`src/rtl/fgac_pkg.sv`:
```
// shared types and constants for the finite group axiom checker
package fgac_pkg;

	localparam int ELEM_W    = 4;
	localparam int ORDER_W   = 5;
	localparam int IN_DATA_W  = 16;
	localparam int OUT_DATA_W = 16;
	localparam int OUT_PAD_W  = OUT_DATA_W - 9;

	localparam logic [ORDER_W-1:0] ORDER_RST = 5'd16;

	typedef enum logic [3:0] {
		S_IDLE,
		S_CM1,
		S_CM2,
		S_ID,
		S_DRN,
		S_INV,
		S_AV,
		S_AU,
		S_AW,
		S_AZ,
		S_FIN,
		S_DONE
	} state_t;

	typedef enum logic [3:0] {
		T_NONE,
		T_C1,
		T_C2,
		T_ID,
		T_INV,
		T_V,
		T_U,
		T_W,
		T_Z
	} tag_t;

	typedef struct packed {
		logic              has_identity;
		logic [ELEM_W-1:0] identity_index;
		logic              commutative;
		logic              has_inverses;
		logic              associative;
		logic              is_group;
	} res_t;

endpackage

```
`src/rtl/finite_group_axiom_check.sv`:
```
// top level: operation table loader and group axiom checker
// loading: one word per cycle while idle, not during a check nor until its result is taken
// check on a word with tlast, over the n elements in use; the table memory has a
//   single read port, so the check makes at most one table read per cycle
// the result waits in an output register; loading resumes while it waits
// reset clears control state and sets order to 16; table contents stay undefined until written
module finite_group_axiom_check import fgac_pkg::*; #(
	parameter int MAX_ORDER = 16,
	localparam int IDX_W = (MAX_ORDER > 1) ? $clog2(MAX_ORDER) : 1,
	localparam int VW = (IDX_W > ELEM_W) ? IDX_W : ELEM_W
) (
	input  logic                  clk,
	input  logic                  arst_n,
	input  logic                  s_tvalid,
	output logic                  s_tready,
	input  logic [IN_DATA_W-1:0]  s_tdata,   // row, col, product, zero pad
	input  logic                  s_tlast,
	output logic                  m_tvalid,
	input  logic                  m_tready,
	output logic [OUT_DATA_W-1:0] m_tdata,   // has_identity, identity_index, commutative,
	                                         // has_inverses, associative, is_group, zero pad
	input  logic                  cfg_wen,
	input  logic [ORDER_W-1:0]    cfg_wdata
);

	logic [ORDER_W-1:0]    order_q;
	logic                  m_tvalid_q;
	logic [OUT_DATA_W-1:0] m_tdata_q;
	logic                  in_acc;
	logic                  idle;
	logic                  rd_en;
	logic [VW-1:0]         rd_row, rd_col;
	logic [ELEM_W-1:0]     rd_data;
	res_t                  res;
	logic                  res_valid;
	logic                  res_ready;

	assign s_tready  = idle;
	assign in_acc    = s_tvalid && idle;
	assign res_ready = !m_tvalid_q || m_tready;

	always_ff @(posedge clk or negedge arst_n) begin
		if (!arst_n) begin
			order_q <= ORDER_RST;
		end else if (cfg_wen) begin
			order_q <= cfg_wdata;
		end
	end

	fgac_table #(.MAX_ORDER(MAX_ORDER)) u_table (
		.clk     (clk),
		.wr_en   (in_acc),
		.wr_row  (s_tdata[3:0]),
		.wr_col  (s_tdata[7:4]),
		.wr_data (s_tdata[11:8]),
		.rd_en   (rd_en),
		.rd_row  (rd_row),
		.rd_col  (rd_col),
		.rd_data (rd_data)
	);

	fgac_seq #(.MAX_ORDER(MAX_ORDER)) u_seq (
		.clk       (clk),
		.arst_n    (arst_n),
		.start     (in_acc && s_tlast),
		.order     (order_q),
		.idle      (idle),
		.rd_en     (rd_en),
		.rd_row    (rd_row),
		.rd_col    (rd_col),
		.rd_data   (rd_data),
		.res       (res),
		.res_valid (res_valid),
		.res_ready (res_ready)
	);

	always_ff @(posedge clk or negedge arst_n) begin
		if (!arst_n) begin
			m_tvalid_q <= 1'b0;
		end else if (res_valid && res_ready) begin
			m_tvalid_q <= 1'b1;
		end else if (m_tready) begin
			m_tvalid_q <= 1'b0;
		end
	end

	always_ff @(posedge clk) begin
		if (res_valid && res_ready) begin
			m_tdata_q <= {{OUT_PAD_W{1'b0}}, res.is_group, res.associative, res.has_inverses,
				res.commutative, res.identity_index, res.has_identity};
		end
	end

	assign m_tvalid = m_tvalid_q;
	assign m_tdata  = m_tdata_q;

endmodule

```
`src/rtl/fgac_table.sv`:
```
// operation table memory, one write port and one registered read port
module fgac_table import fgac_pkg::*; #(
	parameter int MAX_ORDER = 16,
	localparam int IDX_W = (MAX_ORDER > 1) ? $clog2(MAX_ORDER) : 1,
	localparam int VW = (IDX_W > ELEM_W) ? IDX_W : ELEM_W
) (
	input  logic              clk,
	input  logic              wr_en,
	input  logic [ELEM_W-1:0] wr_row,
	input  logic [ELEM_W-1:0] wr_col,
	input  logic [ELEM_W-1:0] wr_data,
	input  logic              rd_en,
	input  logic [VW-1:0]     rd_row,
	input  logic [VW-1:0]     rd_col,
	output logic [ELEM_W-1:0] rd_data
);

	localparam int DEPTH = 1 << (2 * IDX_W);

	logic [ELEM_W-1:0]  mem [DEPTH];
	logic [ELEM_W-1:0]  rd_q;
	logic               oob_s1;
	logic               we;
	logic               rd_oob;
	logic [2*IDX_W-1:0] waddr;
	logic [2*IDX_W-1:0] raddr;

	assign we     = wr_en && (32'(wr_row) < MAX_ORDER) && (32'(wr_col) < MAX_ORDER);
	assign waddr  = {IDX_W'(wr_row), IDX_W'(wr_col)};
	assign raddr  = {rd_row[IDX_W-1:0], rd_col[IDX_W-1:0]};
	assign rd_oob = (32'(rd_row) >= MAX_ORDER) || (32'(rd_col) >= MAX_ORDER);

	always_ff @(posedge clk) begin
		if (we) begin
			mem[waddr] <= wr_data;
		end
		if (rd_en) begin
			rd_q   <= mem[raddr];
			oob_s1 <= rd_oob;
		end
	end

	// operands beyond the table read as zero
	assign rd_data = oob_s1 ? '0 : rd_q;

endmodule

```
`src/rtl/fgac_seq.sv`:
```
// check sequencer: walks the table and evaluates the axioms
module fgac_seq import fgac_pkg::*; #(
	parameter int MAX_ORDER = 16,
	localparam int IDX_W = (MAX_ORDER > 1) ? $clog2(MAX_ORDER) : 1,
	localparam int VW = (IDX_W > ELEM_W) ? IDX_W : ELEM_W
) (
	input  logic               clk,
	input  logic               arst_n,
	input  logic               start,
	input  logic [ORDER_W-1:0] order,
	output logic               idle,
	output logic               rd_en,
	output logic [VW-1:0]      rd_row,
	output logic [VW-1:0]      rd_col,
	input  logic [ELEM_W-1:0]  rd_data,
	output res_t               res,
	output logic               res_valid,
	input  logic               res_ready
);

	state_t state_q, state_d;
	tag_t   tag_d, tag_s1;

	logic [IDX_W-1:0]  nm1_q, a_q, x_q, y_q, e_q;
	logic [IDX_W-1:0]  nm1_d;
	logic [IDX_W-1:0]  ctx_x_s1, ctx_a_s1;
	logic              ctx_last_s1;
	logic [ELEM_W-1:0] t_q, v_q, w_q;
	logic              comm_q, ident_q, ok_q, inv_q, fnd_q, assoc_q;
	logic              a_last, x_last, y_last, xa_last;
	logic              skip_x, skip_y;
	logic              id_ok, inv_hit;

	assign a_last  = (a_q == nm1_q);
	assign x_last  = (x_q == nm1_q);
	assign y_last  = (y_q == nm1_q);
	assign xa_last = x_last && a_last;
	assign skip_x  = ident_q && (x_q == e_q);
	assign skip_y  = ident_q && (y_q == e_q);
	assign id_ok   = ok_q && (VW'(rd_data) == VW'(ctx_x_s1));
	assign inv_hit = fnd_q || (VW'(rd_data) == VW'(e_q));

	// clamp order to 1..MAX_ORDER, kept as order minus one
	always_comb begin
		if (order == '0) begin
			nm1_d = '0;
		end else if (32'(order) > MAX_ORDER) begin
			nm1_d = IDX_W'(MAX_ORDER - 1);
		end else begin
			nm1_d = IDX_W'(order - ORDER_W'(1));
		end
	end

	// next state
	always_comb begin
		state_d = state_q;
		unique case (state_q)
			S_IDLE: if (start) state_d = S_CM1;
			S_CM1:  state_d = S_CM2;
			S_CM2:  state_d = xa_last ? S_ID : S_CM1;
			S_ID:   if (xa_last) state_d = S_DRN;
			S_DRN:  state_d = S_INV;
			S_INV:  if (xa_last) state_d = S_AV;
			S_AV: begin
				if (skip_x) begin
					state_d = xa_last ? S_FIN : S_AV;
				end else begin
					state_d = S_AU;
				end
			end
			S_AU: begin
				if (!skip_y) begin
					state_d = S_AW;
				end else if (y_last) begin
					state_d = xa_last ? S_FIN : S_AV;
				end
			end
			S_AW:   state_d = S_AZ;
			S_AZ: begin
				if (y_last) begin
					state_d = xa_last ? S_FIN : S_AV;
				end else begin
					state_d = S_AU;
				end
			end
			S_FIN:  state_d = S_DONE;
			S_DONE: if (res_ready) state_d = S_IDLE;
			default: state_d = S_IDLE;
		endcase
	end

	// read requests
	always_comb begin
		rd_en  = 1'b0;
		rd_row = '0;
		rd_col = '0;
		tag_d  = T_NONE;
		unique case (state_q)
			S_CM1: begin
				rd_en = 1'b1; rd_row = VW'(a_q); rd_col = VW'(x_q); tag_d = T_C1;
			end
			S_CM2: begin
				rd_en = 1'b1; rd_row = VW'(x_q); rd_col = VW'(a_q); tag_d = T_C2;
			end
			S_ID: begin
				rd_en = 1'b1; rd_row = VW'(x_q); rd_col = VW'(a_q); tag_d = T_ID;
			end
			S_INV: begin
				rd_en = 1'b1; rd_row = VW'(a_q); rd_col = VW'(x_q); tag_d = T_INV;
			end
			S_AV: begin
				if (!skip_x) begin
					rd_en = 1'b1; rd_row = VW'(x_q); rd_col = VW'(a_q); tag_d = T_V;
				end
			end
			S_AU: begin
				if (!skip_y) begin
					rd_en = 1'b1; rd_row = VW'(a_q); rd_col = VW'(y_q); tag_d = T_U;
				end
			end
			S_AW: begin
				rd_en = 1'b1; rd_row = VW'(x_q); rd_col = VW'(rd_data); tag_d = T_W;
			end
			S_AZ: begin
				rd_en = 1'b1; rd_row = VW'(v_q); rd_col = VW'(y_q); tag_d = T_Z;
			end
			default: ;
		endcase
	end

	always_ff @(posedge clk or negedge arst_n) begin
		if (!arst_n) begin
			state_q     <= S_IDLE;
			tag_s1      <= T_NONE;
			ctx_last_s1 <= 1'b0;
			nm1_q       <= '0;
			a_q         <= '0;
			x_q         <= '0;
			y_q         <= '0;
			e_q         <= '0;
			comm_q      <= 1'b1;
			ident_q     <= 1'b0;
			ok_q        <= 1'b1;
			inv_q       <= 1'b1;
			fnd_q       <= 1'b0;
			assoc_q     <= 1'b1;
		end else begin
			state_q     <= state_d;
			tag_s1      <= tag_d;
			ctx_last_s1 <= x_last;

			// evaluate returning words
			unique case (tag_s1)
				T_C2: if (rd_data != t_q) comm_q <= 1'b0;
				T_ID: begin
					if (ctx_last_s1) begin
						if (id_ok && !ident_q) begin
							ident_q <= 1'b1;
							e_q     <= ctx_a_s1;
						end
						ok_q <= 1'b1;
					end else begin
						ok_q <= id_ok;
					end
				end
				T_INV: begin
					if (ctx_last_s1) begin
						if (!inv_hit) inv_q <= 1'b0;
						fnd_q <= 1'b0;
					end else begin
						fnd_q <= inv_hit;
					end
				end
				T_Z: if (rd_data != w_q) assoc_q <= 1'b0;
				default: ;
			endcase

			// loop counters; start also loads the order and resets the result flags
			unique case (state_q)
				S_IDLE: begin
					if (start) begin
						nm1_q   <= nm1_d;
						a_q     <= '0;
						x_q     <= '0;
						y_q     <= '0;
						e_q     <= '0;
						comm_q  <= 1'b1;
						ident_q <= 1'b0;
						ok_q    <= 1'b1;
						inv_q   <= 1'b1;
						fnd_q   <= 1'b0;
						assoc_q <= 1'b1;
					end
				end
				S_CM2, S_ID, S_INV: begin
					if (x_last) begin
						x_q <= '0;
						a_q <= a_last ? '0 : a_q + IDX_W'(1);
					end else begin
						x_q <= x_q + IDX_W'(1);
					end
				end
				S_AV: begin
					y_q <= '0;
					if (skip_x) begin
						if (x_last) begin
							x_q <= '0;
							a_q <= a_last ? '0 : a_q + IDX_W'(1);
						end else begin
							x_q <= x_q + IDX_W'(1);
						end
					end
				end
				S_AU, S_AZ: begin
					if ((state_q == S_AZ) || skip_y) begin
						if (y_last) begin
							y_q <= '0;
							if (x_last) begin
								x_q <= '0;
								a_q <= a_last ? '0 : a_q + IDX_W'(1);
							end else begin
								x_q <= x_q + IDX_W'(1);
							end
						end else begin
							y_q <= y_q + IDX_W'(1);
						end
					end
				end
				default: ;
			endcase
		end
	end

	// operand holding registers
	always_ff @(posedge clk) begin
		ctx_x_s1 <= x_q;
		ctx_a_s1 <= a_q;
		if (tag_s1 == T_C1) t_q <= rd_data;
		if (tag_s1 == T_V)  v_q <= rd_data;
		if (tag_s1 == T_W)  w_q <= rd_data;
	end

	assign idle      = (state_q == S_IDLE);
	assign res_valid = (state_q == S_DONE);

	always_comb begin
		res.has_identity   = ident_q;
		res.identity_index = ident_q ? ELEM_W'(e_q) : '0;
		res.commutative    = comm_q;
		res.has_inverses   = ident_q && inv_q;
		res.associative    = assoc_q;
		res.is_group       = ident_q && inv_q && assoc_q;
	end

endmodule
```
`config.mk`:
```
export PLATFORM = sky130hd
export DESIGN_NAME = finite_group_axiom_check
export DESIGN_NICKNAME = d
export VERILOG_FILES = /design/src/rtl/fgac_pkg.sv /design/src/rtl/finite_group_axiom_check.sv /design/src/rtl/fgac_table.sv /design/src/rtl/fgac_seq.sv
export SDC_FILE = /design/constraint.sdc
export NUM_CORES = 2
export LEC_CHECK = 0
export BUFFER_PORTS_ARGS = -buffer_cell sky130_fd_sc_hd__buf_2
export CAP_MARGIN = 20
export CORE_MARGIN = 8
export CORE_UTILIZATION = 63
export CTS_CLUSTER_SIZE = 10
export DETAILED_ROUTE_END_ITERATION = 12
export PLACE_DENSITY_LB_ADDON = 0.05
export SKIP_CTS_REPAIR_TIMING = 1
export SLEW_MARGIN = 15
export SYNTH_ARGS = -nofsm -noshare
export SYNTH_HDL_FRONTEND = slang
export SYNTH_SLANG_ARGS = --single-unit
```
`constraint.sdc`:
```
create_clock -name clk -period 4.4 [get_ports clk]
set_input_delay 0.22 -clock clk [delete_from_list [all_inputs] [get_ports clk]]
set_output_delay 0.22 -clock clk [all_outputs]
set_load 0.005 [all_outputs]
```
After elaboration in Yosys (flattened, before gate mapping). Memory sizes are Yosys's and may differ from the RTL's. A register that Yosys moved wholly into a read port is not among the register bits. Cells that the tools add are included.

$add $sub $neg: 4. $lt $le $gt $ge: 1. Eq/ne operators: 35. Multiplexer cells: 75. Reduce and logical (&&, ||, !) cells: 30.

Operators with widths (count): $mux W4 (32); $pmux W4 S12 (1); $mux W1 (32); $pmux W4 S4 (2); $pmux W4 S8 (1); $eq A4 B3 Y1 const B (7); $eq A4 B4 Y1 (7); $pmux W4 S6 (1); $eq A4 B4 Y1 const B (5); $pmux W4 S5 (1); $eq A4 B2 Y1 const B (4); $ne A2 B1 Y1 const B (7); $add A4 B1 Y4 const B (3); $pmux W4 S3 (1); $logic_and A1 B1 Y1 (10); $reduce_and A5 Y1 (2); $eq A4 B1 Y1 const B (2); $ne A4 B4 Y1 (2); $mux W3 (2); $reduce_or A2 Y1 (3); $reduce_or A3 Y1 (2); $reduce_or A6 Y1 (1); $gt A5 B5 Y1 const B (1); $logic_not A5 Y1 (1); other kinds (12) (15).

Bits in writable memories: 1024. Memories: 1. Logic and storage cells: 169. Bits in registers: 70.

Memory list: u_table.mem (words 256, bits a word 4, read ports 1, clocked after memory_dff 1, wr ports 1, line fgac_table.sv:20) `logic [ELEM_W-1:0] mem [DEPTH];`.

Longest topological paths before layout.
Word-level depth: 8. Gate-level depth with buffers: 18.

By module. From an unflattened synthesis, not the netlist that was laid out.

Cells, all modules: 2429. Area, all modules: 44556.5 sq um.

Modules (own cells, without submodules): fgac_table (area each 40715.3 sq um, cells an instance 2051, instances 1); fgac_seq (area each 3275.6 sq um, cells an instance 345, instances 1); finite_group_axiom_check (area each 565.5 sq um, cells an instance 33, instances 1).

Least setup slack after synthesis. Ideal clock, no wire load.

Kind: register -> register. Start: register u_seq.x_q[3]. End: register u_table.rd_q[2], read port of u_table.mem (data pin). Path slack: 1130 ps. Required time: 4137 ps. Data arrival time: 3008 ps. Library setup time: 263 ps. Stages on the path, launching flop included: 15. Cells stage by stage: dfrtp_1 clkbuf_1 xnor2_1 nand3_1 o21ba_2 a211o_1 buf_4 nand2_1 buf_2 buf_1 o221ai_1 a41oi_1 nor4_1 o32ai_1 nor4_2.

Word-level cells in the longest chain between the ends: 4. Elaborated cells on any way between the ends: 8.

Ends and longest elaborated chain: from (decl) (line fgac_seq.sv:24) `logic [IDX_W-1:0] nm1_q, a_q, x_q, y_q, e_q;`; from (signal assigned) (line fgac_seq.sv:200) `x_q <= x_q + IDX_W'(1);`; from (signal assigned) (line fgac_seq.sv:210) `x_q <= x_q + IDX_W'(1);`; from (signal assigned) (line fgac_seq.sv:222) `x_q <= x_q + IDX_W'(1);`; $eq A4 B4 Y1 (line fgac_seq.sv:38) `assign skip_x = ident_q && (x_q == e_q);`; $logic_and A1 B1 Y1 (line fgac_seq.sv:38); $mux W4 or $mux W1 (tied branches) (line fgac_seq.sv:112) `if (!skip_x) begin`; $pmux W4 S6 (tied with other cells) (line fgac_seq.sv:98) `unique case (state_q)`; to (decl) (line fgac_table.sv:21) `logic [ELEM_W-1:0] rd_q;`.

Parallel ways exist; a longest one is shown, timed or not. A chain may end at the register's enable or synchronous reset.

Final worst setup path.
Start: register u_seq.state_q[1]. End: register u_table.rd_q[3], read port of u_table.mem (data pin).

Word-level cells in the longest chain between the ends: 3. Elaborated cells on any way between the ends: 15.

Ends and longest elaborated chain: from (decl) (line fgac_seq.sv:21) `state_t state_q, state_d;`; from (signal assigned) (line fgac_seq.sv:148) `state_q <= state_d;`; $eq A4 B1 Y1 (tied with other cells) (line fgac_seq.sv:98); $reduce_or A6 Y1 (no source line) (tied with other cells); $pmux W1 S3 (tied with other cells) (line fgac_seq.sv:98).

Parallel ways exist; a longest one is shown, timed or not.

==> flow_metrics.tcl <==
set metrics [dict create \
    grt_max_degree 143 \
    nNetsFinal 3523 \
    p_seq_frac 0.358 \
    dr.pass1.iters 6 \
    clock-sinks 1098 \
    syn_to_final_growth_pct 11.5 \
    yosys.area.top_type "edfxtp_1" \
    drc_errors 0 \
    comb_power_share 0.382 \
    final_hold_viol_count 0 \
    io_pins 45 \
    synth_compound_area_frac 0.0597 \
    worst_setup_path_start_kind "register" \
    num_vias 29400 \
    cts_buffers 121 \
    synth_xor_area_frac 0.00729 \
    synth.distinct_cells 85 \
    drtAntennaViolNets 0 \
    path_class "reg2reg" \
    tritoncts "yes" \
    grt_use_total 0.294 \
    synth_cells 3378 \
    core_um2 71600 \
    die_w_um 285 \
    hpwl_um 75800 \
    grt_pass1_wl_um 181000 \
    die_area_um2 81400 \
    portBuffers 33 \
    rsz0062_at_grt "no" \
    p_total_uw 33500 \
    fin_skew_ns 0.0283 \
    yosys.area.top_type_share 0.690 \
    synth-edff-count 1049 \
    critPathCaptureType "register" \
    fmax_mhz 231 \
    path_max_fanout 17 \
    p_sw_frac 0.366 \
    arrival_ns 4.74 \
    min_path_type "in2reg" \
    p_switching_uw 12300 \
    antenna_found_initial 6 \
    multiInputGateArea_um2 11800 \
    setup_violations 0 \
    clockRootBuffer "clkbuf_16" \
    htreeDepth 3 \
    grt_pass1_vias 28600 \
    clkSlewWorstSetupHoldPaths_ns 0.06 \
    gp_congestion 0.910 \
    min_period_ns 4.33 \
    power_density_nw_per_um2 658 \
    worstSkewPairLatency_ns 0.68 \
    synth_warnings 0 \
    clkPwrFrac 0.260 \
    die_height_um 285 \
    synth.avg_cell_area_um2 13.5 \
    start_util 0.638 \
    detailedRoute.firstIterationViolations 3724 \
    synthTopCellsByArea "edfxtp_1, nand2_1, mux2i_1" \
    synth_adder_area_share 0.00110 \
    synth_seq_cells 1098 \
    final.fill_count 4857 \
    setup_tns_ns 0 \
    synth_top_family_by_area "simple AND/OR/NAND/NOR gates" \
    drv_slew 0 \
    syn-cell-area_um2 45700 \
    synth_ff_type "edfxtp_1" \
    viasPerCell 6.56 \
    reg2reg_depth 15 \
    overflow 0 \
    synth-simple-area-share 0.130 \
    cts_buffer_depth 3 \
    holdPathStages 1 \
    finalCritPeriodShare 0.984 \
    maxCapViolations 0 \
    max_slew_margin 0.269 \
    routed_wl_um 122000 \
    status "complete, no violations" \
    drive_gt1_frac 0.114 \
    worst_pin_slew_ns 1.09 \
    regArea_um2 32700 \
    leakagePower_uw 0.0177 \
    seq_area_frac_synth 0.716 \
    peakVddDrop_v 0.000386 \
    wl_per_cell_um 27.1 \
    p_int_uw 21200 \
    async_flop_share 0.0373 \
    final_cell_mix "edfxtp_1, nand2_1, nor2_1" \
    cp.required_ns 4.81 \
    row_count 98 \
    synth_mux_area_frac 0.0579 \
    final_common_cell "edfxtp_1" \
]
-- cells by family (layout without fill, tap and decap cells) --
group           count (synthesis)  count (layout)
fa+ha+maj                       4               4
xor+xnor                       38              38
compound gates                393             393
other cells                     1              10
buf+inv                       234             380
mux                           217             217
flops                        1098            1098
simple gates                 1393            1393
-- per-layer routing --
| metal | wire length, µm | track usage | up-vias |
|---|---|---|---|
| met3 | 12400 | 0.0644 | 251 |
| met4 | 3810 | 0.0947 | 2 |
| li1 | - | - | 12800 |
| met5 | 11 | 0 | - |
| met2 | 58000 | 0.465 | 1735 |
| met1 | 47500 | 0.409 | 14700 |
-- path summary, 6_finish.rpt --
check | start | endpoint | slack [ns]
min in group asynchronous | arst_n | order_q[3] | 0.23
max in group asynchronous | arst_n | u_seq.state_q[0] | 3.51
setup reg to reg | u_seq.state_q[1] | u_table.rd_q[3] | 0.07
hold / removal | s_tdata[10] | u_table.mem[119][2] | 0.01
hold reg to reg | u_seq.assoc_q | u_seq.assoc_q | 0.47
setup / recovery | u_seq.state_q[1] | u_table.rd_q[3] | 0.07
-- layout make-up --
type / count / area share
multi-input combinational: 2052 / 0.232
inverter: 12 / 0.000884
sequential: 1098 / 0.642
clock inverter: 7 / 0.00170
antenna: 3 / 0.000147
tap: 950 / 0.0233
timing repair buffer: 207 / 0.0368
clock buffer: 154 / 0.0629
-- synth_stat cells, drive strengths merged, types with 11 or more instances --
library cell,n
xor2,25
xnor2,13
a21oi,109
a32oi,17
inv,12
a221oi,11
nand3,276
buf,128
nor4,20
o221ai,43
nand4,13
dfrtp,36
mux2i,173
nor2,309
nand2,672
a22oi,13
mux4,37
nor2b,11
a211oi,14
o22ai,13
a21boi,11
edfxtp,1049
a31oi,27
clkbuf,94
nor3,27
o21ai,51
and3,24
-- registers in the layout (all words and copies together) (netlist names), 4 cells and up --
register and flops:
u_seq.ctx_x_s1 4, u_table.rd_q 4, u_seq.y_q 4, u_seq.a_q 4
u_seq.ctx_a_s1 4, m_tdata 9, u_seq.tag_s1 4, u_seq.e_q 4
u_seq.t_q 4, u_table.mem 1024, u_seq.v_q 4, u_seq.nm1_q 4
u_seq.x_q 4, u_seq.w_q 4, order_q 5, u_seq.state_q 4
-- power groups by stage --
stage                     Sequential [µW]  Clock, µW  Combinational, µW
final                               12000       8710              12800
after detailed placement            12200          0              12400
after global routing                12000       9160              13500
after floorplan                     12100          0               8170
after CTS                           12000       8790              12500
after global placement              12200          0              12300
-- per-stage QoR --
| stage | util | worst slack (ns) | instance area (µm²) | instances | hold WS (ns) |
|---|---|---|---|---|---|
| 6_report | 0.711 | 0.0686 | 50900 | 4483 | 0.0111 |
| 3_5_place_dp | 0.662 | 0.126 | 47400 | 4300 | 0.414 |
| 5_1_grt | 0.711 | 0.00751 | 50900 | 4481 | 0.0192 |
| 4_1_cts | 0.708 | 0.112 | 50700 | 4461 | -0.315 |
| 2_1_floorplan | - | 1.13 | 45700 | 3384 | -0.0756 |
| 3_3_place_gp | 0.662 | 0.124 | 47400 | 4300 | 0.400 |
-- critical path: stages (launching register included) --
cell	delay, ns
dfrtp_1	0.52
buf_4	0.22
and2_0	0.13
a221o_1	0.33
a211oi_4	0.19
and2_4	0.36
buf_4	0.18
buf_12	0.17
buf_12	0.17
mux4_2	0.56
a21oi_1	0.23
a21boi_0	0.22
a2111oi_0	0.10
a21oi_1	0.36
nor4b_1	0.13
o311a_1	0.16
Note: power is estimated with default switching activity, not from simulation.
